$ cat src/uer_pkg.sv
`timescale 1ns / 1ps

package uer_pkg;

    // Widths of registers, fields and internal counters
    localparam int COUNT_BITS_DEF = 17;
    localparam int CFG_W          = 17;
    localparam int CFG_ADDR_W     = 3;
    localparam int TRIG_W         = 10;
    localparam int WIDTH_W        = 16;
    localparam int PERIOD_W       = 17;
    localparam int DIST_W         = 10;
    localparam int CM_W           = 7;
    localparam int QUOT_W         = 14;
    localparam int REM_W          = 6;

    // Width to distance conversion: d = (w * W_STEP + W_ROUND) / W_DIV
    localparam int W_STEP  = 10;
    localparam int W_ROUND = 29;
    localparam int W_DIV   = 58;

    // Rounding to whole centimetres: (d + CM_ROUND) * CM_RECIP >> CM_SHIFT
    localparam int CM_ROUND   = 5;
    localparam int CM_RECIP   = 3277;
    localparam int CM_RECIP_W = 12;
    localparam int CM_SHIFT   = 15;

    // Register reset values
    localparam int TRIG_LEN_RST  = 20;
    localparam int TIMEOUT_RST   = 60000;
    localparam int PERIOD_RST    = 65000;
    localparam int MIN_DIST_RST  = 20;
    localparam int MAX_DIST_RST  = 500;
    localparam int JUMP_RST      = 30;
    localparam int WATER_REF_RST = 1000;

    typedef enum logic [1:0] {
        PH_IDLE,
        PH_TRIG,
        PH_RISE,
        PH_FALL
    } t_phase;

    typedef enum logic [2:0] {
        EV_NONE   = 3'd0,
        EV_OK     = 3'd1,
        EV_NOECHO = 3'd2,
        EV_LONG   = 3'd3,
        EV_RANGE  = 3'd4,
        EV_JUMP   = 3'd5
    } t_event;

    typedef enum logic [CFG_ADDR_W-1:0] {
        CFG_TRIG_LEN  = 3'd0,
        CFG_TIMEOUT   = 3'd1,
        CFG_PERIOD    = 3'd2,
        CFG_MIN_DIST  = 3'd3,
        CFG_MAX_DIST  = 3'd4,
        CFG_JUMP      = 3'd5,
        CFG_WATER_REF = 3'd6
    } t_cfg_idx;

    typedef struct packed {
        logic [TRIG_W-1:0]   trigger_len_us;
        logic [WIDTH_W-1:0]  echo_timeout_us;
        logic [PERIOD_W-1:0] period_us;
        logic [DIST_W-1:0]   min_dist_x10;
        logic [DIST_W-1:0]   max_dist_x10;
        logic [DIST_W-1:0]   jump_limit_x10;
        logic [DIST_W-1:0]   water_ref_x10;
    } t_cfg;

    typedef struct packed {
        logic              trig_out;
        logic              reading_valid;
        logic [DIST_W-1:0] dist_x10;
        logic [CM_W-1:0]   dist_cm;
        logic [DIST_W-1:0] water_x10;
        t_event            event_res;
    } t_result;

endpackage

$ cat src/uer_cfg.sv
`timescale 1ns / 1ps

module uer_cfg (
    input  logic                             i_clk,
    input  logic                             i_rst_n,
    input  logic                             i_we,
    input  logic [uer_pkg::CFG_ADDR_W-1:0]   i_addr,
    input  logic [uer_pkg::CFG_W-1:0]        i_wdata,
    output uer_pkg::t_cfg                    o_cfg
);

    uer_pkg::t_cfg r_cfg;

    always_ff @(posedge i_clk) begin
        if (!i_rst_n) begin
            r_cfg.trigger_len_us  <= uer_pkg::TRIG_W'(uer_pkg::TRIG_LEN_RST);
            r_cfg.echo_timeout_us <= uer_pkg::WIDTH_W'(uer_pkg::TIMEOUT_RST);
            r_cfg.period_us       <= uer_pkg::PERIOD_W'(uer_pkg::PERIOD_RST);
            r_cfg.min_dist_x10    <= uer_pkg::DIST_W'(uer_pkg::MIN_DIST_RST);
            r_cfg.max_dist_x10    <= uer_pkg::DIST_W'(uer_pkg::MAX_DIST_RST);
            r_cfg.jump_limit_x10  <= uer_pkg::DIST_W'(uer_pkg::JUMP_RST);
            r_cfg.water_ref_x10   <= uer_pkg::DIST_W'(uer_pkg::WATER_REF_RST);
        end else if (i_we) begin
            case (uer_pkg::t_cfg_idx'(i_addr))
                uer_pkg::CFG_TRIG_LEN:  r_cfg.trigger_len_us  <= i_wdata[uer_pkg::TRIG_W-1:0];
                uer_pkg::CFG_TIMEOUT:   r_cfg.echo_timeout_us <= i_wdata[uer_pkg::WIDTH_W-1:0];
                uer_pkg::CFG_PERIOD:    r_cfg.period_us       <= i_wdata[uer_pkg::PERIOD_W-1:0];
                uer_pkg::CFG_MIN_DIST:  r_cfg.min_dist_x10    <= i_wdata[uer_pkg::DIST_W-1:0];
                uer_pkg::CFG_MAX_DIST:  r_cfg.max_dist_x10    <= i_wdata[uer_pkg::DIST_W-1:0];
                uer_pkg::CFG_JUMP:      r_cfg.jump_limit_x10  <= i_wdata[uer_pkg::DIST_W-1:0];
                uer_pkg::CFG_WATER_REF: r_cfg.water_ref_x10   <= i_wdata[uer_pkg::DIST_W-1:0];
                default: ;
            endcase
        end
    end

    assign o_cfg = r_cfg;

endmodule

$ cat src/uer_core.sv
`timescale 1ns / 1ps

module uer_core #(
    parameter int COUNT_BITS = uer_pkg::COUNT_BITS_DEF
) (
    input  logic             i_clk,
    input  logic             i_rst_n,
    input  logic             i_fire,
    input  logic             i_echo,
    input  uer_pkg::t_cfg    i_cfg,
    output uer_pkg::t_result o_result
);

    localparam int CMP_W     = (COUNT_BITS > uer_pkg::PERIOD_W) ? COUNT_BITS : uer_pkg::PERIOD_W;
    localparam int QW        = uer_pkg::QUOT_W;
    localparam int RW        = uer_pkg::REM_W;
    localparam int DW        = uer_pkg::DIST_W;
    localparam int CW        = uer_pkg::WIDTH_W;
    localparam int CM_NUM_W  = DW + 1;
    localparam int CM_PROD_W = CM_NUM_W + uer_pkg::CM_RECIP_W;
    localparam logic [COUNT_BITS-1:0] CNT_MAX  = {COUNT_BITS{1'b1}};
    localparam logic [RW-1:0]         INIT_REM = RW'(uer_pkg::W_STEP + uer_pkg::W_ROUND);

    uer_pkg::t_phase        r_phase, n_phase;
    logic [COUNT_BITS-1:0]  r_since, n_since;
    logic [CW-1:0]          r_count, n_count;
    logic [QW-1:0]          r_q, n_q;       // running quotient of the width conversion
    logic [RW-1:0]          r_rem, n_rem;   // running remainder
    logic [DW-1:0]          r_last, n_last;
    logic                   r_has, n_has;

    always_ff @(posedge i_clk) begin
        if (!i_rst_n) begin
            r_phase <= uer_pkg::PH_IDLE;
            r_since <= '0;
            r_count <= '0;
            r_last  <= '0;
            r_has   <= 1'b0;
        end else if (i_fire) begin
            r_phase <= n_phase;
            r_since <= n_since;
            r_count <= n_count;
            r_last  <= n_last;
            r_has   <= n_has;
        end
    end

    always_ff @(posedge i_clk) begin
        if (i_fire) begin
            r_q   <= n_q;
            r_rem <= n_rem;
        end
    end

    always_comb begin
        logic [CMP_W-1:0]     v_since_cmp;
        logic [CMP_W-1:0]     v_period_cmp;
        logic [QW-1:0]        v_diff;
        logic [RW:0]          v_rem_sum;
        logic [CM_NUM_W-1:0]  v_cm_num;
        logic [CM_PROD_W-1:0] v_cm_prod;
        logic                 v_trig;
        uer_pkg::t_event      v_ev;

        n_phase   = r_phase;
        n_since   = r_since;
        n_count   = r_count;
        n_q       = r_q;
        n_rem     = r_rem;
        n_last    = r_last;
        n_has     = r_has;
        v_diff    = '0;
        v_rem_sum = {1'b0, r_rem} + (RW + 1)'(uer_pkg::W_STEP);
        v_trig    = 1'b0;
        v_ev      = uer_pkg::EV_NONE;

        // saturating tick count since the last start
        if (r_since != CNT_MAX) begin
            n_since = r_since + 1'b1;
        end
        v_since_cmp  = CMP_W'(n_since);
        v_period_cmp = CMP_W'(i_cfg.period_us);

        case (r_phase)
            uer_pkg::PH_IDLE: begin
                if (v_since_cmp >= v_period_cmp) begin
                    n_since = '0;
                    n_phase = uer_pkg::PH_TRIG;
                    n_count = CW'(1);
                    v_trig  = 1'b1;
                end
            end
            uer_pkg::PH_TRIG: begin
                if (r_count < CW'(i_cfg.trigger_len_us)) begin
                    n_count = r_count + 1'b1;
                    v_trig  = 1'b1;
                end else begin
                    n_phase = uer_pkg::PH_RISE;
                    n_count = '0;
                end
            end
            default: ;
        endcase

        // rise wait also runs on the tick that ends the trigger pulse
        if (n_phase == uer_pkg::PH_RISE) begin
            if (i_echo) begin
                n_phase = uer_pkg::PH_FALL;
                n_count = CW'(1);
                n_q     = '0;
                n_rem   = INIT_REM;
            end else begin
                n_count = n_count + 1'b1;
                if (n_count >= i_cfg.echo_timeout_us) begin
                    v_ev    = uer_pkg::EV_NOECHO;
                    n_phase = uer_pkg::PH_IDLE;
                    n_count = '0;
                end
            end
        end else if (n_phase == uer_pkg::PH_FALL) begin
            if (i_echo) begin
                if (r_count >= i_cfg.echo_timeout_us) begin
                    v_ev    = uer_pkg::EV_LONG;
                    n_phase = uer_pkg::PH_IDLE;
                    n_count = '0;
                end else begin
                    n_count = r_count + 1'b1;
                    if (v_rem_sum >= (RW + 1)'(uer_pkg::W_DIV)) begin
                        n_rem = RW'(v_rem_sum - (RW + 1)'(uer_pkg::W_DIV));
                        n_q   = r_q + 1'b1;
                    end else begin
                        n_rem = v_rem_sum[RW-1:0];
                    end
                end
            end else begin
                n_phase = uer_pkg::PH_IDLE;
                n_count = '0;
                v_diff  = (r_q > QW'(r_last)) ? (r_q - QW'(r_last)) : (QW'(r_last) - r_q);
                if (r_q < QW'(i_cfg.min_dist_x10) || r_q > QW'(i_cfg.max_dist_x10)) begin
                    v_ev = uer_pkg::EV_RANGE;
                end else if (r_has && v_diff > QW'(i_cfg.jump_limit_x10)) begin
                    v_ev = uer_pkg::EV_JUMP;
                end else begin
                    v_ev   = uer_pkg::EV_OK;
                    n_last = r_q[DW-1:0];
                    n_has  = 1'b1;
                end
            end
        end

        v_cm_num  = CM_NUM_W'(n_last) + CM_NUM_W'(uer_pkg::CM_ROUND);
        v_cm_prod = CM_PROD_W'(v_cm_num) * CM_PROD_W'(uer_pkg::CM_RECIP);

        o_result.trig_out      = v_trig;
        o_result.reading_valid = n_has;
        o_result.dist_x10      = n_last;
        o_result.dist_cm       = v_cm_prod[uer_pkg::CM_SHIFT +: uer_pkg::CM_W];
        o_result.water_x10     = (i_cfg.water_ref_x10 > n_last) ?
                                 (i_cfg.water_ref_x10 - n_last) : '0;
        o_result.event_res     = v_ev;
    end

endmodule

$ cat src/uer_obuf.sv
`timescale 1ns / 1ps

module uer_obuf (
    input  logic             i_clk,
    input  logic             i_rst_n,
    input  logic             i_push,
    input  uer_pkg::t_result i_data,
    output logic             o_ready,
    output logic             o_valid,
    output uer_pkg::t_result o_data,
    input  logic             i_ready
);

    logic             r_main_v, r_skid_v;
    uer_pkg::t_result r_main, r_skid;
    logic             v_pop;

    assign v_pop   = r_main_v & i_ready;
    assign o_ready = ~r_skid_v;
    assign o_valid = r_main_v;
    assign o_data  = r_main;

    always_ff @(posedge i_clk) begin
        if (!i_rst_n) begin
            r_main_v <= 1'b0;
            r_skid_v <= 1'b0;
        end else if (v_pop) begin
            if (r_skid_v) begin
                r_skid_v <= 1'b0;
            end else begin
                r_main_v <= i_push;
            end
        end else if (i_push) begin
            if (!r_main_v) begin
                r_main_v <= 1'b1;
            end else begin
                r_skid_v <= 1'b1;
            end
        end
    end

    always_ff @(posedge i_clk) begin
        if (v_pop) begin
            if (r_skid_v) begin
                r_main <= r_skid;
            end else begin
                r_main <= i_data;
            end
        end else if (i_push) begin
            if (!r_main_v) begin
                r_main <= i_data;
            end else begin
                r_skid <= i_data;
            end
        end
    end

endmodule

$ cat src/ultrasonic_echo_ranger.sv
`timescale 1ns / 1ps

// Ultrasonic ranger driven by a stream of one-microsecond echo samples.
// Input channel: one beat per tick carrying i_echo_level (i_in_valid/o_in_ready).
// Output channel: exactly one result beat per input beat, in order
// (o_out_valid/i_out_ready): trigger level, reading flag, last accepted
// distance in tenths of cm, rounded cm, water level and an event code.
// Configuration: i_cfg_we writes i_cfg_wdata into register i_cfg_addr
// (0 trigger length .. 6 water reference); index 7 is ignored.
// A result is registered in the output buffer as its input beat is taken.
// Throughput: one beat per cycle while not stalled, set by a single pass
// through the phase counter, tick counter and width-to-distance quotient,
// kept as a running quotient and remainder so no divider sits in the path.
// Stall: a two-entry output buffer (result register plus skid) lets the
// block take one more beat while a result waits; o_in_ready drops only
// when both entries hold results.
// Reset (synchronous, active low): registers return to their defaults, the
// phase goes idle, counters and the last reading clear, buffers empty.
module ultrasonic_echo_ranger #(
    parameter int COUNT_BITS = uer_pkg::COUNT_BITS_DEF
) (
    input  logic                           i_clk,
    input  logic                           i_rst_n,
    input  logic                           i_in_valid,
    output logic                           o_in_ready,
    input  logic                           i_echo_level,
    output logic                           o_out_valid,
    input  logic                           i_out_ready,
    output logic                           o_trig_out,
    output logic                           o_reading_valid,
    output logic [uer_pkg::DIST_W-1:0]     o_dist_x10,
    output logic [uer_pkg::CM_W-1:0]       o_dist_cm,
    output logic [uer_pkg::DIST_W-1:0]     o_water_x10,
    output logic [2:0]                     o_event_res,
    input  logic                           i_cfg_we,
    input  logic [uer_pkg::CFG_ADDR_W-1:0] i_cfg_addr,
    input  logic [uer_pkg::CFG_W-1:0]      i_cfg_wdata
);

    uer_pkg::t_cfg    w_cfg;
    uer_pkg::t_result w_result;
    uer_pkg::t_result w_out;
    logic             w_fire;

    // advance the ranger state on every accepted beat
    assign w_fire = i_in_valid & o_in_ready;

    uer_cfg u_cfg (
        .i_clk   (i_clk),
        .i_rst_n (i_rst_n),
        .i_we    (i_cfg_we),
        .i_addr  (i_cfg_addr),
        .i_wdata (i_cfg_wdata),
        .o_cfg   (w_cfg)
    );

    uer_core #(
        .COUNT_BITS (COUNT_BITS)
    ) u_core (
        .i_clk    (i_clk),
        .i_rst_n  (i_rst_n),
        .i_fire   (w_fire),
        .i_echo   (i_echo_level),
        .i_cfg    (w_cfg),
        .o_result (w_result)
    );

    // hold results here until the receiver takes them
    uer_obuf u_obuf (
        .i_clk   (i_clk),
        .i_rst_n (i_rst_n),
        .i_push  (w_fire),
        .i_data  (w_result),
        .o_ready (o_in_ready),
        .o_valid (o_out_valid),
        .o_data  (w_out),
        .i_ready (i_out_ready)
    );

    assign o_trig_out      = w_out.trig_out;
    assign o_reading_valid = w_out.reading_valid;
    assign o_dist_x10      = w_out.dist_x10;
    assign o_dist_cm       = w_out.dist_cm;
    assign o_water_x10     = w_out.water_x10;
    assign o_event_res     = w_out.event_res;

`ifndef SYNTHESIS
    // a full skid entry always sits behind a full result register
    a_ready_needs_full: assert property (@(posedge i_clk) disable iff (!i_rst_n)
        !o_in_ready |-> o_out_valid)
        else $error("input stalled with empty output register");

    // an accepted reading is reflected in the same result
    a_ok_sets_valid: assert property (@(posedge i_clk) disable iff (!i_rst_n)
        (o_out_valid && o_event_res == uer_pkg::EV_OK) |-> o_reading_valid)
        else $error("accepted reading without reading_valid");

    // a trigger tick never ends a measurement
    a_trig_no_event: assert property (@(posedge i_clk) disable iff (!i_rst_n)
        (o_out_valid && o_trig_out) |-> (o_event_res == uer_pkg::EV_NONE))
        else $error("event reported during trigger pulse");

    // no distance is shown before a reading exists
    a_no_reading_zero: assert property (@(posedge i_clk) disable iff (!i_rst_n)
        (o_out_valid && !o_reading_valid) |-> (o_dist_x10 == '0 && o_dist_cm == '0))
        else $error("distance shown before any reading");
`endif

endmodule

$ cat config.mk
export PLATFORM = sky130hd
export DESIGN_NAME = ultrasonic_echo_ranger
export DESIGN_NICKNAME = d
export VERILOG_FILES = /design/src/uer_pkg.sv /design/src/uer_cfg.sv /design/src/uer_core.sv /design/src/uer_obuf.sv /design/src/ultrasonic_echo_ranger.sv
export SDC_FILE = /design/constraint.sdc
export NUM_CORES = 1
export LEC_CHECK = 0
export BUFFER_PORTS_ARGS = -buffer_cell sky130_fd_sc_hd__buf_4
export CORE_MARGIN = 10
export CORE_UTILIZATION = 40
export CTS_CLUSTER_DIAMETER = 50
export CTS_CLUSTER_SIZE = 28
export DETAILED_ROUTE_END_ITERATION = 16
export SYNTH_ARGS = -nofsm -noshare
export SYNTH_HDL_FRONTEND = slang
export SYNTH_HIERARCHICAL = 1
export SYNTH_SLANG_ARGS = --single-unit
$ cat constraint.sdc
create_clock -name i_clk -period 27.8 [get_ports i_clk]
set_input_delay 4.17 -clock i_clk [delete_from_list [all_inputs] [get_ports i_clk]]
set_output_delay 4.17 -clock i_clk [all_outputs]
set_load 0.02 [all_outputs]
Word-level counts from Yosys, hierarchy flattened
Cells that the tools add are included.

storage, ports and cells
  bits in read-only memories = 0
  memories kept = 0
  bits in latches = 0
  logic and storage cells = 153
  register bits = 215
  RAM bits = 0
  output and inout port bits = 34
  bits of input ports = 26

cells by class
  bitwise logic cells = 5
  eq/ne operators = 15
  add/sub/neg operators = 10
  reduce and logical (&&, ||, !) cells = 21
  div/mod/pow operators = 0
  shift operators = 0
  magnitude comparators = 10
  multiplexer cells = 63
  multiply operators = 1

operators with widths
  cell                      number
  $mux W16                  8
  $mux W32                  4
  $mux W14                  7
  $mux W10                  6
  $mux W17                  3
  $gt A14 B10 Y1            3
  $mux W6                   6
  $add A16 B1 Y16 const B   2
  $ge A16 B16 Y1            2
  $pmux W16 S2              1
  $mul A11 B12 Y22 const B  1
  $mux W2                   10
  $reduce_and A2 Y1         10
  $mux W3                   6
  $add A17 B1 Y17 const B   1
  $ge A17 B17 Y1            1
  $ne A17 B17 Y1 const B    1
  $lt A16 B10 Y1            1
  $add A14 B1 Y14 const B   1
  $lt A14 B10 Y1            1
  $sub A10 B14 Y14          1
  $sub A14 B10 Y14          1
  $add A10 B3 Y11 const B   1
  $gt A10 B10 Y1            1
  other kinds (25)          46

Longest topological paths before layout
  word-level depth = 14
  mapped depth = 52
  gate-level depth less buffers = 47

Hierarchy
The synthesis kept the hierarchy.

by module, submodules not included
  module                  times used  cells an instance  area an instance (um^2)  sequential area each (um^2)
  uer_core                1           1321               10291.1                  1491.4
  uer_cfg                 1           312                3273.1                   1661.6
  uer_obuf                1           112                2533.7                   1961.9
  ultrasonic_echo_ranger  1           1                  6.3                      0.0

Worst setup path after synthesis
Ideal clock, no wire load.

  path kind = reg-to-reg
  start = register u_core.r_q[0]
  end = register u_obuf.r_main (netlist bit u_obuf/o_data[19]), data pin
  setup time = 260 ps
  data required time = 27540 ps
  path buffers = 5
  setup slack = 16179 ps
  arrival = 11361 ps
  stages on the path, launching flop included = 49
  cell sequence = edfxtp_1 > clkbuf_1 > inv_1 > ha_1 > inv_1 > fa_1 > a21o_1 > a221oi_2 > o221ai_2 > o21bai_2 > clkbuf_1 > o21ai_0 > o21ai_0 > xor2_1 > ha_1 > a21oi_1 > o21ai_0 > or4_1 > [... 13 more ...] > xnor2_1 > ha_1 > inv_1 > fa_1 > fa_1 > inv_1 > fa_1 > fa_1 > ha_1 > nor2b_1 > o21ai_0 > o21ai_0 > a311o_1 > nor2_1 > a31oi_1 > a311oi_1 > xnor3_1 > mux2_4

RTL lines
  what                    line            RTL
  from (decl)             uer_core.sv:27  logic [QW-1:0] r_q, n_q;
  from (signal assigned)  uer_core.sv:50  r_q <= n_q;
  to (signal assigned)    uer_obuf.sv:45  r_main <= r_skid;
  to (signal assigned)    uer_obuf.sv:47  r_main <= i_data;
  to (signal assigned)    uer_obuf.sv:51  r_main <= i_data;
  to (decl)               uer_obuf.sv:15  uer_pkg::t_result r_main, r_skid;

==> reports/summary.txt <==
PD cells = 59.9 nW/um^2
Port Buffer Count = 59
CP startpoint kind = register
Max IR drop VDD = 52.3 uV
EDFF count, synth = 83
Synth Register Bits = 214
Die Y = 221 um
Max Cap Viol = 0
Synth Instances = 1746
cell area after synthesis = 16100 um^2
PostCTS Resize Cnt = 0
initial cell density of the core = 40.5%
maximum fanout along the worst path = 25
Main synth FF type = dfxtp_1
clock tree root buffer cell = clkbuf_16
CTS Buf Count = 31
min Tclk post-route = 13.16 ns
wire per inst = 18.0 um
cts hold-fix bufs = 0
Min-Delay Path Class = reg2reg
largest net degree at the start of global routing = 97
final hold vios = 0
CTS Buffer Depth = 3
post-DR vias/cell = 5.35
total vias in the final route = 12400
initial antenna violation count = 0
CTS tree = yes
FMAX = 76.0 MHz
outcome = finished clean
H-tree Lvls = 1
post-route cell area = 18000 um^2
Setup crit end kind = register
vias in the first global route = 12500
postcts setup bufs = 0
final slew viol count = 0
I/O pins = 60
Clk pin slew, worst setup/hold paths = 0.06 ns
register area = 5110 um^2
Pre-antenna DRT Iters = 5
most frequent cells in the layout = 184 x ha_1, 183 x inv_1, 131 x dfxtp_1, 121 x nand2_1, 115 x nor2_1
Mean Syn Cell Area = 9.22 um^2
asr flop ratio synth = 0%
gpl congestion = 0.861
Area Growth Syn to Fin = 11.6%
commonest non-fill, non-tap cell in the layout = ha_1
Clock Skew = 0.0116 ns
Core Area = 39700 um^2
multi-input logic area = 9950 um^2
# DRC = 0
# clock sinks = 214
Pwr Total = 1.08 mW
Fin Setup TNS = 0 ns
post-synthesis cell type count = 83
die width = 221 um
Yosys warnings = 6
ant diodes = 0
Worst slew margin = 24.2%
Seq/Total Area, Yosys = 31.8%
Leakage Power = 8.09 nW
DRT iter0 DRCs = 738
final WL = 41.8 mm
Critical-path top delay cell = o21bai_2
critical path type = reg2reg
Crit path required time = 28.11 ns
fin crit share = 47.3%
Die ar. = 48700 um^2
Area after DPL = 16900 um^2
Net Count, Synth = 1988
Filler cells = 3801
RSZ-0062 raised after global routing = false
Overflow after GRT = 0
Antenna Nets Post-Route = 0
row cnt = 73
CP peak stage delay = 0.62 ns
gr usage total = 17.1%
Slew @ Worst Pin = 1.14 ns
post-DP HPWL = 31.5 mm
fin util = 45.2%
layout cells sized above 1 = 10.8%
final setup violation count = 0
global-route wire length before repair = 67.4 mm
Worst EP arrival = 13.47 ns
Worst-Skew Late Latency = 0.57 ns
Nets = 2012
==> cell usage after synthesis, types with 4 or more instances <==
| master | number | area (um^2) |
|---|---|---|
| nand4_1 | 28 | 175 |
| o21a_1 | 16 | 120 |
| a31oi_1 | 17 | 106 |
| nor4_1 | 4 | 25.0 |
| a21oi_1 | 101 | 505 |
| or2_2 | 7 | 43.8 |
| inv_1 | 183 | 687 |
| a22oi_1 | 6 | 45.0 |
| dfxtp_1 | 131 | 2620 |
| mux2_4 | 30 | 450 |
| nor2b_1 | 73 | 457 |
| mux2_2 | 9 | 101 |
| a211oi_1 | 26 | 195 |
| nor3_1 | 28 | 140 |
| o21ai_0 | 69 | 345 |
| edfxtp_1 | 83 | 2490 |
| clkbuf_1 | 55 | 206 |
| buf_6 | 7 | 78.8 |
| a21boi_0 | 6 | 45.0 |
| and4_1 | 5 | 43.8 |
| ha_1 | 184 | 2300 |
| fa_1 | 32 | 641 |
| and3_1 | 17 | 106 |
| nand3_1 | 37 | 185 |
| xnor2_1 | 64 | 561 |
| xor2_1 | 22 | 193 |
| nor3b_1 | 9 | 67.6 |
| buf_2 | 14 | 70.1 |
| a21o_1 | 31 | 233 |
| o211ai_1 | 8 | 60.1 |
| and2_1 | 8 | 50.1 |
| mux2i_1 | 92 | 921 |
| o2111ai_1 | 5 | 43.8 |
| nor2_1 | 116 | 435 |
| nand2b_1 | 22 | 138 |
| nand2_1 | 121 | 454 |
| nand4b_1 | 4 | 35.0 |
==> metal layers <==
| layer | vias to the layer above | global-route usage [%] | share of wire, % |
|---|---|---|---|
| met4 | 0 | 4.78 | 2.4 |
| met2 | 228 | 30.6 | 51 |
| met1 | 5954 | 20.9 | 43 |
| li1 | 6170 | - | - |
| met3 | 64 | 2.32 | 3.6 |
| met5 | - | 0 | 0 |
==> state kept, by name (all words and copies together) (netlist names) <==
register,cells
u_core/r_phase,2
u_core/r_has,1
u_obuf/o_valid,1
u_core/r_q,14
u_obuf/o_data,32
u_obuf/r_skid,32
u_core/r_since,17
u_core/r_count,16
u_obuf/r_skid_v,1
u_core/r_rem,5
u_cfg/o_cfg,83
u_core/r_last,10
==> per-stage QoR <==
| step | cells | setup slack [ns] | hold WS (ns) |
|---|---|---|---|
| final | 2319 | 14.64 | 0.459 |
| after CTS | 2319 | 14.68 | 0.460 |
| after global placement | 2262 | 14.94 | 0.444 |
| after detailed placement | 2262 | 14.73 | 0.448 |
| after floorplan | 1746 | 16.18 | 0.435 |
| after global routing | 2319 | 13.80 | 0.477 |
==> cell families after synthesis <==
| family | after synthesis | share of synthesized area [%] |
|---|---|---|
| flip-flops | 214 | 31.8 |
| AO/OA/AOI/OAI | 333 | 13.3 |
| XOR/XNOR | 87 | 4.82 |
| multiplexers | 131 | 9.14 |
| AND/OR/NAND/NOR | 501 | 16.1 |
| buffers and inverters | 264 | 6.64 |
| adder cells (fa/ha/maj) | 216 | 18.3 |
==> final timing paths <==
check                                startpoint  slack [ns]           endpoint  depth (start not counted)
worst max-delay path              u_core/r_q[0]       14.64  u_obuf/o_data[19]                         44
worst min-delay path            u_cfg/o_cfg[58]        0.46    u_cfg/o_cfg[58]                          2
worst max register to register    u_core/r_q[0]       14.64  u_obuf/o_data[19]                         44
worst min register to register  u_cfg/o_cfg[58]        0.46    u_cfg/o_cfg[58]                          2
==> final cells by class <==
type | count | share of cell area (%)
inverter | 184 | 3.84
clock inverter | 25 | 1.41
clock buffer | 32 | 4.34
timing repair buffer | 71 | 2.97
sequential | 214 | 28.5
multi-input combinational | 1268 | 55.3
tap | 525 | 3.65
==> where the power goes <==
part	switching (mW)	internal, mW	total (mW)	leakage (nW)
combinational	0.184	0.140	0.323	5.75
sequential	0.0137	0.352	0.366	1.85
clock	0.167	0.221	0.387	0.492
total	0.364	0.712	1.08	8.09
==> worst max-delay path, delay by kind of cell, from the launching register on <==
| family | cells | cell delay (ns) |
|---|---|---|
| compound gates | 17 | 4.58 |
| xor+xnor | 3 | 0.97 |
| fa+ha+maj | 10 | 3.81 |
| buf+inv | 5 | 0.59 |
| flops | 1 | 0.54 |
| mux | 2 | 0.69 |
| simple gates | 7 | 1.69 |
Power figures use the tool's default switching activity.
